<file path="config.mk">
export PLATFORM = sky130hd
export DESIGN_NAME = pli_ctrl
export DESIGN_NICKNAME = d
export VERILOG_FILES = /design/src/pli_pkg.sv /design/src/pli_ctrl.sv
export SDC_FILE = /design/constraint.sdc
export NUM_CORES = 1
export LEC_CHECK = 0
export BUFFER_PORTS_ARGS = -buffer_cell sky130_fd_sc_hd__buf_2
export CORE_MARGIN = 5
export CORE_UTILIZATION = 35
export DETAILED_ROUTE_END_ITERATION = 8
export GPL_TIMING_DRIVEN = 0
export PLACE_DENSITY = 0.61
export SLEW_MARGIN = 20
export SYNTH_ARGS = -nofsm -noshare
export SYNTH_HDL_FRONTEND = slang
export SYNTH_SLANG_ARGS = --single-unit
</file>
<file path="constraint.sdc">
create_clock -name clock -period 4.5 [get_ports clock]
set_input_delay 0 -clock clock [delete_from_list [all_inputs] [get_ports clock]]
set_output_delay 0 -clock clock [all_outputs]
set_load 0.02 [all_outputs]
</file>
<file path="src/pli_pkg.sv">
// shared constants and types of the piecewise linear interpolator
`timescale 1ns / 1ps
package pli_pkg;

   localparam int MAX_POINTS_DEF = 64;

   localparam int DATA_W     = 32;
   localparam int IDX_W      = 6;
   localparam int SEG_W      = 6;
   localparam int STAT_W     = 2;
   localparam int CFG_W      = 7;
   localparam int CSR_ADDR_W = 3;
   localparam int CSR_DATA_W = 32;

   // restoring divider over a 65 bit dividend, one quotient bit a step
   localparam int DVD_W     = 65;
   localparam int DIV_STEPS = 65;
   localparam int DCNT_W    = 7;

   localparam logic OP_LOAD  = 1'b0;
   localparam logic OP_QUERY = 1'b1;

   localparam logic [STAT_W-1:0] STATUS_OK     = 2'd0;
   localparam logic [STAT_W-1:0] STATUS_ORDER  = 2'd1;
   localparam logic [STAT_W-1:0] STATUS_ZERO_W = 2'd2;

   localparam logic [CSR_ADDR_W-1:0] REG_POINTS_ADDR = 3'd0;
   localparam logic [CFG_W-1:0]      POINTS_RESET    = 7'd2;

   typedef enum logic [1:0] {
      RES_ORDER,
      RES_ZERO_W,
      RES_EXACT,
      RES_LERP
   } res_kind_type;

   typedef struct packed {
      logic load_wr;
      logic q_load;
      logic scan_rd;
      logic scan_first;
      logic scan_second;
      logic x_rd;
      logic y_rd;
      logic extrap_setup;
      logic interior_setup;
      logic srch_cmp;
      logic ya_cap;
      logic yb_cap;
      logic prep;
      logic mul;
      logic div_load;
      logic div_step;
      logic sum;
      logic out_load;
   } dp_cmd_type;

   typedef struct packed {
      logic disorder;
      logic q_eq_x0;
      logic q_ge_xl;
      logic q_lt_x0;
      logic x0_eq_x1;
      logic mid_le;
      logic q_eq_xlo;
   } dp_stat_type;

endpackage

</file>
<file path="src/pli_ctrl.sv">
// sequencer of the interpolator: order scan, binary search, segment fetch and divide
`timescale 1ns / 1ps
module pli_ctrl import pli_pkg::*; #(
   parameter int MAX_POINTS = MAX_POINTS_DEF
) (
   input  logic                          clock,
   input  logic                          reset,
   input  logic                          req_valid,
   output logic                          req_ready,
   input  logic                          req_opcode,
   input  logic [CFG_W-1:0]              cfg_points,
   output logic                          rsp_valid,
   input  logic                          rsp_ready,
   input  dp_stat_type                   stat,
   output dp_cmd_type                    cmd,
   output logic [$clog2(MAX_POINTS)-1:0] x_addr,
   output logic [$clog2(MAX_POINTS)-1:0] y_addr,
   output logic [$clog2(MAX_POINTS)-1:0] seg,
   output res_kind_type                  kind
);

   localparam int AW = $clog2(MAX_POINTS);

   typedef enum logic [3:0] {
      ST_IDLE,
      ST_SCAN,
      ST_SCAN_END,
      ST_DECIDE,
      ST_SRCH_CHK,
      ST_SRCH_CMP,
      ST_HIT_CHK,
      ST_RD_YA,
      ST_CAP_YA,
      ST_RD_YB,
      ST_CAP_YB,
      ST_PREP,
      ST_MUL,
      ST_DIV_LOAD,
      ST_DIV,
      ST_FINISH
   } state_type;

   state_type         state_ff;
   logic [AW-1:0]     cnt_ff;
   logic [AW-1:0]     n_last_ff;
   logic [AW-1:0]     lo_ff;
   logic [AW-1:0]     hi_ff;
   logic [AW-1:0]     seg_ff;
   logic [AW-1:0]     ya_addr_ff;
   logic [AW-1:0]     yb_addr_ff;
   logic              lerp_ff;
   logic [DCNT_W-1:0] div_cnt_ff;
   logic              rsp_valid_ff;
   res_kind_type      kind_ff;

   logic              req_acc;
   logic [AW-1:0]     mid;
   logic              span_gt1;
   logic [AW-1:0]     n_last_in;

   assign req_ready = (state_ff == ST_IDLE);
   assign req_acc   = req_valid && req_ready;
   assign mid       = AW'(({1'b0, lo_ff} + {1'b0, hi_ff}) >> 1);
   assign span_gt1  = ({1'b0, hi_ff} - {1'b0, lo_ff}) > (AW+1)'(1);

   // points in use clamped into 2..MAX_POINTS, kept as the last index
   always_comb begin
      if (32'(cfg_points) < 2) begin
         n_last_in = AW'(1);
      end else if (32'(cfg_points) > MAX_POINTS) begin
         n_last_in = AW'(MAX_POINTS - 1);
      end else begin
         n_last_in = AW'(32'(cfg_points) - 1);
      end
   end

   always_comb begin
      cmd    = '0;
      x_addr = cnt_ff;
      y_addr = ya_addr_ff;
      case (state_ff)
         ST_IDLE: begin
            cmd.load_wr = req_acc && (req_opcode == OP_LOAD);
            cmd.q_load  = req_acc && (req_opcode == OP_QUERY);
         end
         ST_SCAN: begin
            cmd.x_rd        = 1'b1;
            cmd.scan_rd     = 1'b1;
            cmd.scan_first  = (cnt_ff == '0);
            cmd.scan_second = (cnt_ff == AW'(1));
            x_addr          = cnt_ff;
         end
         ST_DECIDE: begin
            if (!stat.disorder && !stat.q_eq_x0 && !stat.q_ge_xl) begin
               cmd.extrap_setup   = stat.q_lt_x0 && !stat.x0_eq_x1;
               cmd.interior_setup = !stat.q_lt_x0;
            end
         end
         ST_SRCH_CHK: begin
            cmd.x_rd = span_gt1;
            x_addr   = mid;
         end
         ST_SRCH_CMP: cmd.srch_cmp = 1'b1;
         ST_RD_YA: begin
            cmd.y_rd = 1'b1;
            y_addr   = ya_addr_ff;
         end
         ST_CAP_YA: cmd.ya_cap = 1'b1;
         ST_RD_YB: begin
            cmd.ya_cap = 1'b1;
            cmd.y_rd   = 1'b1;
            y_addr     = yb_addr_ff;
         end
         ST_CAP_YB:   cmd.yb_cap   = 1'b1;
         ST_PREP:     cmd.prep     = 1'b1;
         ST_MUL:      cmd.mul      = 1'b1;
         ST_DIV_LOAD: cmd.div_load = 1'b1;
         ST_DIV: begin
            cmd.div_step = 1'b1;
            cmd.sum      = (div_cnt_ff == DCNT_W'(DIV_STEPS));
         end
         ST_FINISH: cmd.out_load = !rsp_valid_ff || rsp_ready;
         default: begin
         end
      endcase
   end

   always_ff @(posedge clock) begin
      if (reset) begin
         state_ff     <= ST_IDLE;
         cnt_ff       <= '0;
         n_last_ff    <= AW'(1);
         lo_ff        <= '0;
         hi_ff        <= '0;
         seg_ff       <= '0;
         ya_addr_ff   <= '0;
         yb_addr_ff   <= '0;
         lerp_ff      <= 1'b0;
         div_cnt_ff   <= '0;
         rsp_valid_ff <= 1'b0;
         kind_ff      <= RES_ORDER;
      end else begin
         if (rsp_valid_ff && rsp_ready && !cmd.out_load) begin
            rsp_valid_ff <= 1'b0;
         end
         case (state_ff)
            ST_IDLE: begin
               if (req_acc && (req_opcode == OP_QUERY)) begin
                  n_last_ff <= n_last_in;
                  cnt_ff    <= '0;
                  state_ff  <= ST_SCAN;
               end
            end
            ST_SCAN: begin
               if (cnt_ff == n_last_ff) begin
                  state_ff <= ST_SCAN_END;
               end else begin
                  cnt_ff <= cnt_ff + AW'(1);
               end
            end
            // last scanned abscissa is compared here
            ST_SCAN_END: state_ff <= ST_DECIDE;
            ST_DECIDE: begin
               seg_ff  <= '0;
               lerp_ff <= 1'b0;
               if (stat.disorder) begin
                  kind_ff  <= RES_ORDER;
                  state_ff <= ST_FINISH;
               end else if (stat.q_eq_x0) begin
                  ya_addr_ff <= '0;
                  state_ff   <= ST_RD_YA;
               end else if (stat.q_ge_xl) begin
                  ya_addr_ff <= n_last_ff;
                  seg_ff     <= n_last_ff - AW'(1);
                  state_ff   <= ST_RD_YA;
               end else if (stat.q_lt_x0) begin
                  if (stat.x0_eq_x1) begin
                     kind_ff  <= RES_ZERO_W;
                     state_ff <= ST_FINISH;
                  end else begin
                     ya_addr_ff <= '0;
                     yb_addr_ff <= AW'(1);
                     lerp_ff    <= 1'b1;
                     state_ff   <= ST_RD_YA;
                  end
               end else begin
                  lo_ff    <= '0;
                  hi_ff    <= n_last_ff;
                  state_ff <= ST_SRCH_CHK;
               end
            end
            ST_SRCH_CHK: begin
               if (span_gt1) begin
                  state_ff <= ST_SRCH_CMP;
               end else begin
                  seg_ff   <= lo_ff;
                  state_ff <= ST_HIT_CHK;
               end
            end
            ST_SRCH_CMP: begin
               if (stat.mid_le) begin
                  lo_ff <= mid;
               end else begin
                  hi_ff <= mid;
               end
               state_ff <= ST_SRCH_CHK;
            end
            ST_HIT_CHK: begin
               ya_addr_ff <= lo_ff;
               yb_addr_ff <= hi_ff;
               lerp_ff    <= !stat.q_eq_xlo;
               state_ff   <= ST_RD_YA;
            end
            ST_RD_YA: state_ff <= lerp_ff ? ST_RD_YB : ST_CAP_YA;
            ST_CAP_YA: begin
               kind_ff  <= RES_EXACT;
               state_ff <= ST_FINISH;
            end
            ST_RD_YB:  state_ff <= ST_CAP_YB;
            ST_CAP_YB: state_ff <= ST_PREP;
            ST_PREP:   state_ff <= ST_MUL;
            ST_MUL:    state_ff <= ST_DIV_LOAD;
            ST_DIV_LOAD: begin
               div_cnt_ff <= DCNT_W'(1);
               state_ff   <= ST_DIV;
            end
            ST_DIV: begin
               if (div_cnt_ff == DCNT_W'(DIV_STEPS)) begin
                  kind_ff  <= RES_LERP;
                  state_ff <= ST_FINISH;
               end else begin
                  div_cnt_ff <= div_cnt_ff + DCNT_W'(1);
               end
            end
            ST_FINISH: begin
               if (cmd.out_load) begin
                  rsp_valid_ff <= 1'b1;
                  state_ff     <= ST_IDLE;
               end
            end
            default: state_ff <= ST_IDLE;
         endcase
      end
   end

   assign rsp_valid = rsp_valid_ff;
   assign seg       = seg_ff;
   assign kind      = kind_ff;

endmodule

</file>
Word level (Yosys, flattened, before mapping)
Index checks and enable logic that the tools add are counted.
{"block": "word_totals", "in_bits": 19, "regBits": 57, "out_inout_bits": 40, "word_cells": 178}
{"block": "op_classes", "n_mux": 80, "add_sub_neg": 6, "n_eq_ne": 39, "bitwise": 1, "reduce_logical": 37, "magnitude_cmp": 3}
{"op": "$mux W6", "count": 30}
{"op": "$pmux W6 S2", "count": 6}
{"op": "$pmux W4 S16", "count": 1}
{"op": "$mux W4", "count": 9}
{"op": "$eq A4 B4 Y1 const B", "count": 8}
{"op": "$ne A2 B2 Y1 const B", "count": 14}
{"op": "$reduce_and A6 Y1", "count": 4}
{"op": "$mux W2", "count": 11}
{"op": "$mux W1", "count": 17}
{"op": "$eq A4 B3 Y1 const B", "count": 4}
{"op": "$pmux W7 S2", "count": 1}
{"op": "$ne A3 B3 Y1 const B", "count": 4}
{"op": "$sub A6 B1 Y6 const B", "count": 2}
{"op": "$reduce_bool A2 Y1", "count": 5}
{"op": "$eq A4 B2 Y1 const B", "count": 2}
{"op": "$logic_and A1 B1 Y1", "count": 8}
{"op": "$logic_not A1 Y1", "count": 8}
{"op": "$ne A4 B4 Y1 const B", "count": 2}
{"op": "$reduce_and A4 Y1", "count": 2}
{"op": "$add A6 B6 Y7", "count": 1}
{"op": "$add A7 B1 Y7 const B", "count": 1}
{"op": "$eq A7 B7 Y1 const B", "count": 1}
{"op": "$gt A7 B1 Y1 const B", "count": 1}
{"op": "$gt A7 B7 Y1 const B", "count": 1}
{"op": "other kinds (19)", "count": 23}

Longest topological paths before layout
Gate-level depths: netlist of run 1.
{"block": "depth", "ltp_word": 8, "ltp_mapped": 8, "ltp_nobuf": 8}

Worst setup path after synthesis of run 1
OpenSTA, ideal clock, no wires.
{"block": "synth_path", "path_kind": "flip-flop to flip-flop", "startpoint": "register lo_ff[2]", "endpoint": "register seg_ff[5], in the netlist seg[5]", "arrival_time_ns": 1.981, "setup_ns": 0.123, "path_stages_with_launch": 9, "period_less_slack_ns": 2.104, "path_buffers": 1, "path_slack_ns": 2.396, "required_ns": 4.377, "path_cell_list": "dfxtp_1 -> inv_1 -> ha_1 -> buf_2 -> a21oi_1 -> a211o_1 -> a221oi_2 -> a21oi_2 -> mux2_1"}
{"block": "synth_between", "elab_chain_len": 4}
{"element": "start: declaration", "line": "pli_ctrl.sv:46", "rtl": "logic [AW-1:0] lo_ff;"}
{"element": "start signal: assignment", "line": "pli_ctrl.sv:202", "rtl": "lo_ff <= mid;"}
{"element": "$sub A6 B6 Y7", "line": "pli_ctrl.sv:64", "rtl": "assign span_gt1 = ({1'b0, hi_ff} - {1'b0, lo_ff}) > (AW+1)'(1);"}
{"element": "$gt A7 B1 Y1", "line": "pli_ctrl.sv:64"}
{"element": "$ne A2 B2 Y1 (no source line)"}
{"element": "$reduce_and A2 Y1 (no source line)"}
{"element": "end signal: assignment", "line": "pli_ctrl.sv:174", "rtl": "seg_ff <= n_last_ff - AW'(1);"}
{"element": "end signal: assignment", "line": "pli_ctrl.sv:196", "rtl": "seg_ff <= lo_ff;"}
{"element": "end: declaration", "line": "pli_ctrl.sv:48", "rtl": "logic [AW-1:0] seg_ff;"}
Every way passes these cells.
A chain may end at the register's enable or synchronous reset.

Worst setup path after layout of run 1
{"block": "layout_path", "startpoint": "register lo_ff[1]", "endpoint": "output port x_addr[4]"}
{"block": "layout_between", "elab_chain_len": 2}
{"element": "$add A6 B6 Y7", "line": "pli_ctrl.sv:63", "rtl": "assign mid = AW'(({1'b0, lo_ff} + {1'b0, hi_ff}) >> 1);"}
{"element": "$mux W6", "line": "pli_ctrl.sv:81", "rtl": "case (state_ff)"}
{"element": "end: declaration", "line": "pli_ctrl.sv:16", "rtl": "output logic [$clog2(MAX_POINTS)-1:0] x_addr,"}
Every way passes these cells.

==> results of run 1 <==
[logic make-up (layout without fill, tap and decap cells)]
group / after synthesis / in the layout
AND/OR/NAND/NOR: 199 / 199
AO/OA/AOI/OAI: 113 / 113
flip-flops: 57 / 57
buffers and inverters: 49 / 126
multiplexers: 25 / 25
adder cells (fa/ha/maj): 21 / 21
XOR/XNOR: 18 / 18
[metrics by stage]
| stage | power (mW) | setup slack [ns] | cells |
|---|---|---|---|
| 6_report | 1.20 | 1.78 | 699 |
| 5_1_grt | 1.25 | 1.66 | 699 |
| 4_1_cts | 1.21 | 1.80 | 699 |
| 3_5_place_dp | 0.679 | 2.01 | 678 |
| 3_3_place_gp | 0.676 | 2.06 | 678 |
| 2_1_floorplan | 0.630 | 2.40 | 482 |
[area by class of cell]
class                   count  area [µm²]  share of cell area
clock buffers              11         131              0.0286
inverters                  27         101              0.0220
flip-flops and latches     57        1140               0.248
clock inverters             5        80.1              0.0174
plain buffers              22         119              0.0259
repair buffers             61         330              0.0719
multi-input cells         376        2520               0.548
well taps                 140         175              0.0381
[flip-flops by register name, indices dropped and copies added (netlist names), 4 cells and up]
register / flops
n_last_ff: 6
cnt_ff: 6
yb_addr_ff: 6
hi_ff: 6
div_cnt_ff: 7
state_ff: 4
seg: 6
lo_ff: 6
ya_addr_ff: 6
[power by group]
part	total, mW	switching [mW]	internal (mW)
registers	0.523	0.0112	0.511
logic	0.149	0.0901	0.0585
clock network	0.526	0.215	0.311
total	1.20	0.316	0.881
[synth_stat cells, types with 2 or more instances]
| library cell | count |
|---|---|
| o31ai_1 | 3 |
| xnor2_1 | 9 |
| nor2b_1 | 12 |
| nand3b_1 | 5 |
| or3_1 | 9 |
| mux2i_1 | 9 |
| fa_1 | 2 |
| nor3_1 | 8 |
| ha_1 | 19 |
| nand4bb_1 | 3 |
| nor2_1 | 53 |
| a31oi_1 | 5 |
| o311ai_0 | 2 |
| buf_2 | 6 |
| and3_1 | 2 |
| nand2b_1 | 17 |
| nor3b_1 | 5 |
| nor4_1 | 3 |
| xor2_1 | 9 |
| nand3_1 | 11 |
| a22oi_1 | 8 |
| dfxtp_1 | 57 |
| mux2_2 | 15 |
| a21o_1 | 7 |
| inv_2 | 3 |
| o221ai_1 | 3 |
| or2_2 | 3 |
| o21ai_0 | 22 |
| a211o_1 | 5 |
| clkbuf_1 | 10 |
| inv_1 | 24 |
| a21oi_1 | 33 |
| and2_1 | 5 |
| a221oi_1 | 2 |
| o41ai_1 | 4 |
| nand2_1 | 48 |
| a21oi_2 | 2 |
| nand4_1 | 2 |
| a211oi_1 | 3 |
| buf_6 | 2 |
[what timing repair did]
action / in CTS / in global routing
setup endpoints to repair: 0 / 0
endpoints found under the hold margin: 5 / 0
hold buffers: 5 / 0
[worst max path at each step]
| stage | endpoint | slack [ns] | cells after the start |
|---|---|---|---|
| floorplan | seg[5] | 2.40 | 8 |
| global placement | seg[5] | 2.06 | 8 |
| detailed placement | seg[5] | 2.01 | 8 |
| CTS | x_addr[4] | 1.80 | 7 |
| global route | x_addr[5] | 1.66 | 8 |
| finish | x_addr[4] | 1.78 | 7 |
[cell usage in the layout (no fill, tap or decap), types with 3 or more instances in the layout]
cell / n
a211o_1: 5
a211oi_1: 3
a21o_1: 7
a21oi_1: 33
a22oi_1: 8
a31oi_1: 5
and2_1: 5
buf_2: 62
clkbuf_1: 12
clkbuf_8: 9
dfxtp_1: 57
dlygate4sd3_1: 5
ha_1: 19
inv_1: 24
inv_2: 3
mux2_2: 15
mux2i_1: 9
nand2_1: 48
nand2b_1: 17
nand3_1: 11
nand3b_1: 5
nand4bb_1: 3
nor2_1: 53
nor2b_1: 12
nor3_1: 8
nor3b_1: 5
nor4_1: 3
o21ai_0: 22
o221ai_1: 3
o31ai_1: 3
o41ai_1: 4
or2_2: 3
or3_1: 9
xnor2_1: 9
xor2_1: 9
[layer usage]
metal	up-vias	track usage	share of wire
met3	17	0.0374	0.065
met4	0	0.0407	0.013
met2	112	0.282	0.46
met1	1714	0.231	0.46
li1	1854	-	-
met5	-	0	0
[worst register-to-register path, cell delays in order (launching register included)]
cell      delay (ns)
dfxtp_1         0.42
inv_1           0.08
ha_1            0.27
buf_2           0.17
a21oi_1         0.11
a211o_1         0.32
a221oi_2        0.47
a21oi_2         0.22
mux2_1          0.34
==> impl_results.md, run 1 <==
* Status: finished, final reports clean
* Drt via density at 5.29
* Post-cts sizing count at 0
* First-pass iteration count of the detailed router at 5
* Tot GR Track Use at 0.172
* Compound-Gate Fraction of Synth Area at 0.196
* Post-synthesis xor/xnor area fraction at 0.0406
* ANT cells at 0
* Hold Path Depth at 4
* Post-Route WL at 11.1 mm
* Setup TNS at 0 ns
* TritonCTS Buffers at 9
* Initial Util at 0.358
* Via count at 3697
* Share of cells above drive strength 1 at 0.204
* Post-synthesis mux area share at 0.0697
* Die height at 115 µm
* Fmax at 0.367 GHz
* Endpoint class of the critical path: output port
* CTS sink cnt at 57
* Global-route wire length before repair at 18.2 mm
* Worst min path class: in2reg
* CP cell instances: inv_1, ha_1, nand2b_1, a211o_1, a211oi_1, mux2_2, buf_2
* Cell variety after synth at 72
* Critical Path AT at 2.72 ns
* Top FF cell, synth: dfxtp_1
* Required time worst endpoint at 4.50 ns
* Die Area at 0.0133 mm²
* Pleak at 1.92 nW
* R2r setup slk at 1.99 ns
* Die W at 115 µm
* Tightest Pin Transition at 0.879 ns
* Final Cell Area at 0.00460 mm²
* Clk_lat worst skew at 0.34 ns
* Core box area at 0.0108 mm²
* Min cycle time layout at 2.72 ns
* FF-to-FF Start: lo_ff[2]
* Post-CTS Setup Bufs at 0
* WHS Endpoint: n_last_ff[0]
* Final period util at 0.605
* Post-Synth Simple-Gate Area at 0.271
* Post-synth top area share at 0.294
* Critical path class: reg2out
* Min-delay src: cfg_points[0]
* Adder-cell share of the synthesized area at 0.0716
* Clk pin slew, worst setup/hold paths at 0.07 ns
* CTS max path bufs at 2
* Number of flops mapped to enable cells by yosys at 0
* Fillers at 1132
* Reg-to-reg endpoint: seg[5]
* CTS tree: yes
* CP startpoint: lo_ff[1]
* Vias in the first global route at 3692
* Max_cap viols at 0
* Placed instance area at 0.00434 mm²
* Dpl hpwl at 8.65 mm
* Root buf cell: clkbuf_8
* Layout Utilization at 0.424
* Synthesized area at 0.00388 mm²
* Nets@finish at 594
* Synth area leader: dfxtp_1
* WL/cell at 15.9 µm
* Maximum number of pins on one net before global-route repair at 11
* Crit path largest cell delay at 0.53 ns
* R2R depth at 8
* Unrepaired setup endpoints after global routing: no
* Crit path buffers/inverters at 2
* Port Buffers at 56
* # IOs at 59
* CP Launch Type: register
* Fin. Hold Viols at 0
* Row cnt at 38
* Initial antenna violation count at 0
* Net count after synthesis at 522
* DRC errors left at 0
* Top delay family on crit path: compound AO/OA/AOI/OAI gates
* Largest family of logic cells by synthesized area: simple AND/OR/NAND/NOR gates
* Sequential share of the synthesized area at 0.294
* # setup viols final at 0
* Hold_ws at 0.0396 ns
* Top post-synthesis cells by area: dfxtp_1, ha_1, nor2_1
* Cells after Synth at 482
* Yosys warns at 0
* Htree depth at 3
* VDD IR max at 0.132 mV
* Worst-path fanout max at 6
* Area delta synth->final at 18.5%
* Slowest-stage cell, CP: a211oi_1
* Iter 0 DRT Violations at 236
* GP Congestion at 0.879
* Relative slew slack at 0.410
* Pins Over Slew Limit at 0
* Asr flop ratio synth at 0
* Flops & latches, synth at 57
* Pwr dens at 260 mW/mm²
* Total gr overflow at 0
* Setup Skew at 0.0128 ns
* Mean Syn Cell Area at 8.05 µm²
* Final ANT Viol Nets at 0
Note: power is estimated with default switching activity, not from simulation.
==> run 2, diff against run 1 <==
Clock period 4.5 ns to 2.6 ns, I/O delays scaled along.
==> run 2 against run 1 <==
Net effect:
- wire length rose by 0.33%
- worst hold slack got worse by 0.0024 ns
- critical path type unchanged
- sequential cell count did not move
- power rose by 73%
- via count rose by 1.3%
- highest routed layer unchanged
- sequential power rose by 73%
- register-to-register slack got worse by 1.8 ns
- critical endpoint unchanged
- clock power rose by 73%
- critical path depth did not move
==> impl_results.md, run 2 (synthesis gave the netlist of run 1 again) <==
* Pre-CTS WS at 0.110 ns
* Layout Utilization at 0.429
* Most common cell after layout, fill and taps aside: buf_2
* Final period util at 0.966
* Fmax at 0.398 GHz
* Die W at 115 µm
* Unrepaired setup endpoints after global routing: yes
* Pleak at 1.94 nW
* Commonest cells after routing, fill and taps aside: buf_2, dfxtp_1, nor2_1, nand2_1, a21oi_1
* CTS tree: yes
* Biggest register: div_cnt_ff
* Reg-to-reg endpoint: seg[5]
* Htree depth at 3
* Min-delay src: cfg_points[0]
* Root buf cell: clkbuf_8
* DRC errors left at 0
* Vias in the first global route at 3689
* GP Congestion at 0.879
* Critical path class: reg2out
* Setup TNS at 0 ns
* CP Launch Type: register
* ANT cells at 0
* Required time worst endpoint at 2.60 ns
* Total gr overflow at 0
* Status: finished, final reports clean
* Max_cap viols at 0
* Clk pin slew, worst setup/hold paths at 0.07 ns
* Pins Over Slew Limit at 0
* CP startpoint: lo_ff[5]
* Tot GR Track Use at 0.172
* Clk_lat worst skew at 0.34 ns
* Worst setup margin at 0.0885 ns
* Port Buffers at 56
* Cell total after placement at 678
* # IOs at 59
* WL/cell at 15.9 µm
* Worst min path class: in2reg
* Core box area at 0.0108 mm²
* CTS max path bufs at 2
* Post-Route WL at 11.1 mm
* Setup Skew at 0.0104 ns
* Pwr Total at 2.07 mW
* Hold Path Depth at 4
* FF-to-FF Start: hi_ff[2]
* Pwr dens at 446 mW/mm²
* VDD IR max at 0.230 mV
* Critical Path AT at 2.51 ns
* Via count at 3744
* Die Area at 0.0133 mm²
* Dpl hpwl at 8.65 mm
* Relative slew slack at 0.414
* Die height at 115 µm
* Maximum number of pins on one net before global-route repair at 11
* Worst-path fanout max at 6
* Endpoint class of the critical path: output port
* WHS Endpoint: n_last_ff[0]
* # setup viols final at 0
* Share of cells above drive strength 1 at 0.218
* Tightest Pin Transition at 0.873 ns
* TritonCTS Buffers at 9
* Fin. Hold Viols at 0
* Final ANT Viol Nets at 0
* Initial Util at 0.358
* CTS sink cnt at 57
* R2R depth at 8
* R2r setup slk at 0.17 ns
* Initial antenna violation count at 0
* Row cnt at 38
* Area delta synth->final at 19.8%
* Max FFs per register at 7
* First-pass iteration count of the detailed router at 5
* Iter 0 DRT Violations at 293
* Min cycle time layout at 2.51 ns
* Nets@finish at 595
* Drt via density at 5.35
* Global-route wire length before repair at 18.2 mm
* Layout Cells excl Fill at 700
-- run 2: power by group --
group	internal (mW)	switching, mW	total [mW]
combinational	0.101	0.157	0.258
clock	0.538	0.372	0.911
sequential	0.885	0.0194	0.905
-- run 2: repair_timing --
item / 4_1_cts / 5_1_grt
setup buffers: 0 / 1
gates resized for setup: 4 / 7
hold buffers: 5 / 0
gates cloned: 0 / 0
pin swaps: 0 / 1
endpoints found under the setup margin: 3 / 4
hold endpoints to repair: 5 / 0
-- run 2: final cells by class --
cell class / instances / area, µm²
Sequential cell: 57 / 1140
Buffer: 22 / 119
Inverter: 27 / 101
Multi-Input combinational cell: 376 / 2560
Clock inverter: 5 / 80.1
Tap cell: 140 / 175
Fill cell: 1122 / 6190
Timing Repair Buffer: 62 / 338
Clock buffer: 11 / 131
-- run 2: worst max path at each step --
stage,to,slack (ns),depth (start not counted)
2_1_floorplan,seg[5],0.50,8
3_3_place_gp,seg[5],0.16,8
3_5_place_dp,seg[5],0.11,8
4_1_cts,x_addr[4],0.02,7
5_1_grt,x_addr[3],-0.01,8
6_report,x_addr[4],0.09,7
-- run 2: metal layers --
layer,GRT usage,up-vias,share of wire
li1,-,1855,-
met1,0.231,1747,0.47
met2,0.282,126,0.46
met3,0.0374,16,0.063
met4,0.0407,0,0.011
met5,0,-,0
-- run 2: critical path, stage by stage, from the launching register on --
cell	delay [ns]
dfxtp_1	0.44
inv_1	0.07
ha_1	0.36
or2_2	0.33
a2111oi_2	0.41
a211oi_4	0.11
mux2_2	0.29
buf_2	0.16
-- run 2: per-stage QoR --
stage | hold WS [ns] | instance area [µm²]
3_3_place_gp | 0.221 | 4340
5_1_grt | 0.0373 | 4650
3_5_place_dp | 0.224 | 4340
2_1_floorplan | 0.0542 | 3880
6_report | 0.0372 | 4650
4_1_cts | 0.0242 | 4610
==> run 3, diff against run 2 <==
--- a/config.mk
+++ b/config.mk
@@ -10,6 +10,5 @@
 export CORE_UTILIZATION = 35
 export DETAILED_ROUTE_END_ITERATION = 8
-export GPL_TIMING_DRIVEN = 0
-export PLACE_DENSITY = 0.61
+export PLACE_DENSITY = 0.62
 export SLEW_MARGIN = 20
 export SYNTH_ARGS = -nofsm -noshare
==> constraint.sdc (replaced) <==
create_clock -name clock -period 2.25 [get_ports clock]
set_input_delay 0.1125 -clock clock [delete_from_list [all_inputs] [get_ports clock]]
set_output_delay 0.1125 -clock clock [all_outputs]
set_load 0.02 [all_outputs]
==> run 3 against run 2 <==
Net effect:
- first-iteration DRC count down 12%
- clock power down 8.7%
- power up 4.6%
- wire length up 2.7%
- core utilization up 3.1 points
- sequential cell count unchanged
- die area unchanged
- via count about the same
- sequential power up 16%
- critical endpoint is now cmd[12]
- highest routed layer unchanged
==> impl_results.md, run 3 (synthesis gave the netlist of run 1 again) <==
* Worst-path fanout max at 3
* Reg power frac at 0.482
* Final period util at 0.996
* GP Congestion at 0.875
* Root buf cell: clkbuf_8
* Most common cell after layout, fill and taps aside: buf_2
* Area delta synth->final at 28.5%
* ANT cells at 0
* Critical Path AT at 2.13 ns
* Status: finished, final reports clean
* Layout Cells excl Fill at 715
* # setup viols final at 0
* Setup TNS at 0 ns
* CTS tree: yes
* Initial antenna violation count at 0
* Share of cells above drive strength 1 at 0.320
* Area occupied by multi-input gates at 0.00274 mm²
* Cell Int Power at 1.55 mW
* Initial Util at 0.358
* # IOs at 59
* Clk pin slew, worst setup/hold paths at 0.07 ns
* Unrepaired setup endpoints after global routing: yes
* CP Launch Type: register
* CTS sink cnt at 57
* Iter 0 DRT Violations at 258
* DRC errors left at 0
* VDD IR max at 0.288 mV
* Max FFs per register at 7
* TritonCTS Buffers at 9
* Nets@finish at 611
* Net Sw Power at 0.614 mW
* Die W at 115 µm
* Clk_lat worst skew at 0.35 ns
* Die Area at 0.0133 mm²
* Row cnt at 38
* FF+latch area at 0.00116 mm²
* Total gr overflow at 0
* Layout Utilization at 0.460
* Max_cap viols at 0
* Fmax at 0.446 GHz
* CTS max path bufs at 2
* Pins Over Slew Limit at 0
* Port Buffers at 58
* Gate power share at 0.134
* R2r setup slk at 0.08 ns
* Vias in the first global route at 3576
* Cell total after placement at 686
* Core box area at 0.0108 mm²
* Biggest register: div_cnt_ff
* Fin. Hold Viols at 0
* Critical path class: reg2out
* Final Cell Area at 0.00499 mm²
* Endpoint class of the critical path: output port
* Htree depth at 3
* Pwr dens at 435 mW/mm²
* Tightest Pin Transition at 0.585 ns
* Min cycle time layout at 2.24 ns
* Clk pwr share at 0.384
* Final ANT Viol Nets at 0
* Drt via density at 5.23
* Dpl hpwl at 8.49 mm
* Placed instance area at 0.00446 mm²
* WL/cell at 16.0 µm
* Die height at 115 µm
* Relative slew slack at 0.607
* Pleak at 2.11 nW
* Setup Skew at 0.0117 ns
* Tot GR Track Use at 0.173
* First-pass iteration count of the detailed router at 5
* Post-Route WL at 11.4 mm
* Global-route wire length before repair at 18.2 mm
* Via count at 3742
* Required time worst endpoint at 2.14 ns
* Maximum number of pins on one net before global-route repair at 32
* Sw Share at 0.283
* Fillers at 1064
* Worst min path class: in2reg
* Commonest cells after routing, fill and taps aside: buf_2, nor2_1, dfxtp_1, nand2_1, buf_4
[run 3: cell count changes in the layout (fill, tap and decap cells not counted), moves of 3 or more]
cell           change
inv_2              +4
ha_4               +7
buf_2              -7
dfxtp_4            +4
ha_1               -7
buf_4             +37
dfxtp_1            -6
clkbuf_1          -11
dlygate4sd3_1      -4
clkinv_2           +3
inv_1              -5
[run 3: per-stage QoR]
step / hold WS, ns / power [mW] / worst slack (ns)
3_5_place_dp: 0.323 / 1.36 / 0.0344
5_1_grt: 0.0530 / 2.27 / -0.0744
6_report: 0.0452 / 2.17 / 0.0101
3_3_place_gp: 0.321 / 1.35 / 0.0893
2_1_floorplan: 0.225 / 1.26 / 0.146
4_1_cts: 0.0361 / 2.18 / -0.0431
[run 3: what timing repair did]
item / 4_1_cts / 5_1_grt
setup buffers: 5 / 8
hold endpoints to repair: 1 / 0
endpoints found under the setup margin: 4 / 18
resized for setup: 39 / 23
hold buffers: 1 / 0
pin swaps: 9 / 12
[run 3: final timing paths]
check,start,endpoint,depth (start not counted)
min,cfg_points[6],n_last_ff[0],3
min reg2reg,yb_addr_ff[4],yb_addr_ff[4],2
max reg2reg,hi_ff[0],seg[0],9
max,lo_ff[2],cmd[12],8
[run 3: critical path, stage by stage, from the launching register on]
cell	delay, ns
dfxtp_2	0.33
inv_2	0.05
ha_4	0.27
nand3b_1	0.09
a211o_1	0.34
a221oi_4	0.33
nand2b_4	0.19
nand2_4	0.05
buf_6	0.12
[run 3: per-layer routing]
metal | vias to the layer above | share of wire | GRT usage
met4 | 0 | 0.013 | 0.0446
met1 | 1732 | 0.46 | 0.231
met2 | 114 | 0.47 | 0.280
met3 | 13 | 0.060 | 0.0416
li1 | 1883 | - | -
met5 | - | 0 | 0
[run 3: area by class of cell]
| cell class | instances | share of cell area |
|---|---|---|
| Inverter | 27 | 0.0208 |
| Clock buffer | 11 | 0.0283 |
| Clock inverter | 4 | 0.00401 |
| Multi-Input combinational cell | 376 | 0.550 |
| Timing Repair Buffer | 100 | 0.129 |
| Tap cell | 140 | 0.0351 |
| Sequential cell | 57 | 0.233 |
[run 3: power groups by stage]
stage	sequential [mW]	clock (mW)	combinational (mW)
floorplan	1.06	0	0.200
global placement	1.07	0	0.280
detailed placement	1.07	0	0.283
CTS	1.05	0.847	0.290
global route	1.05	0.899	0.324
finish	1.05	0.832	0.292
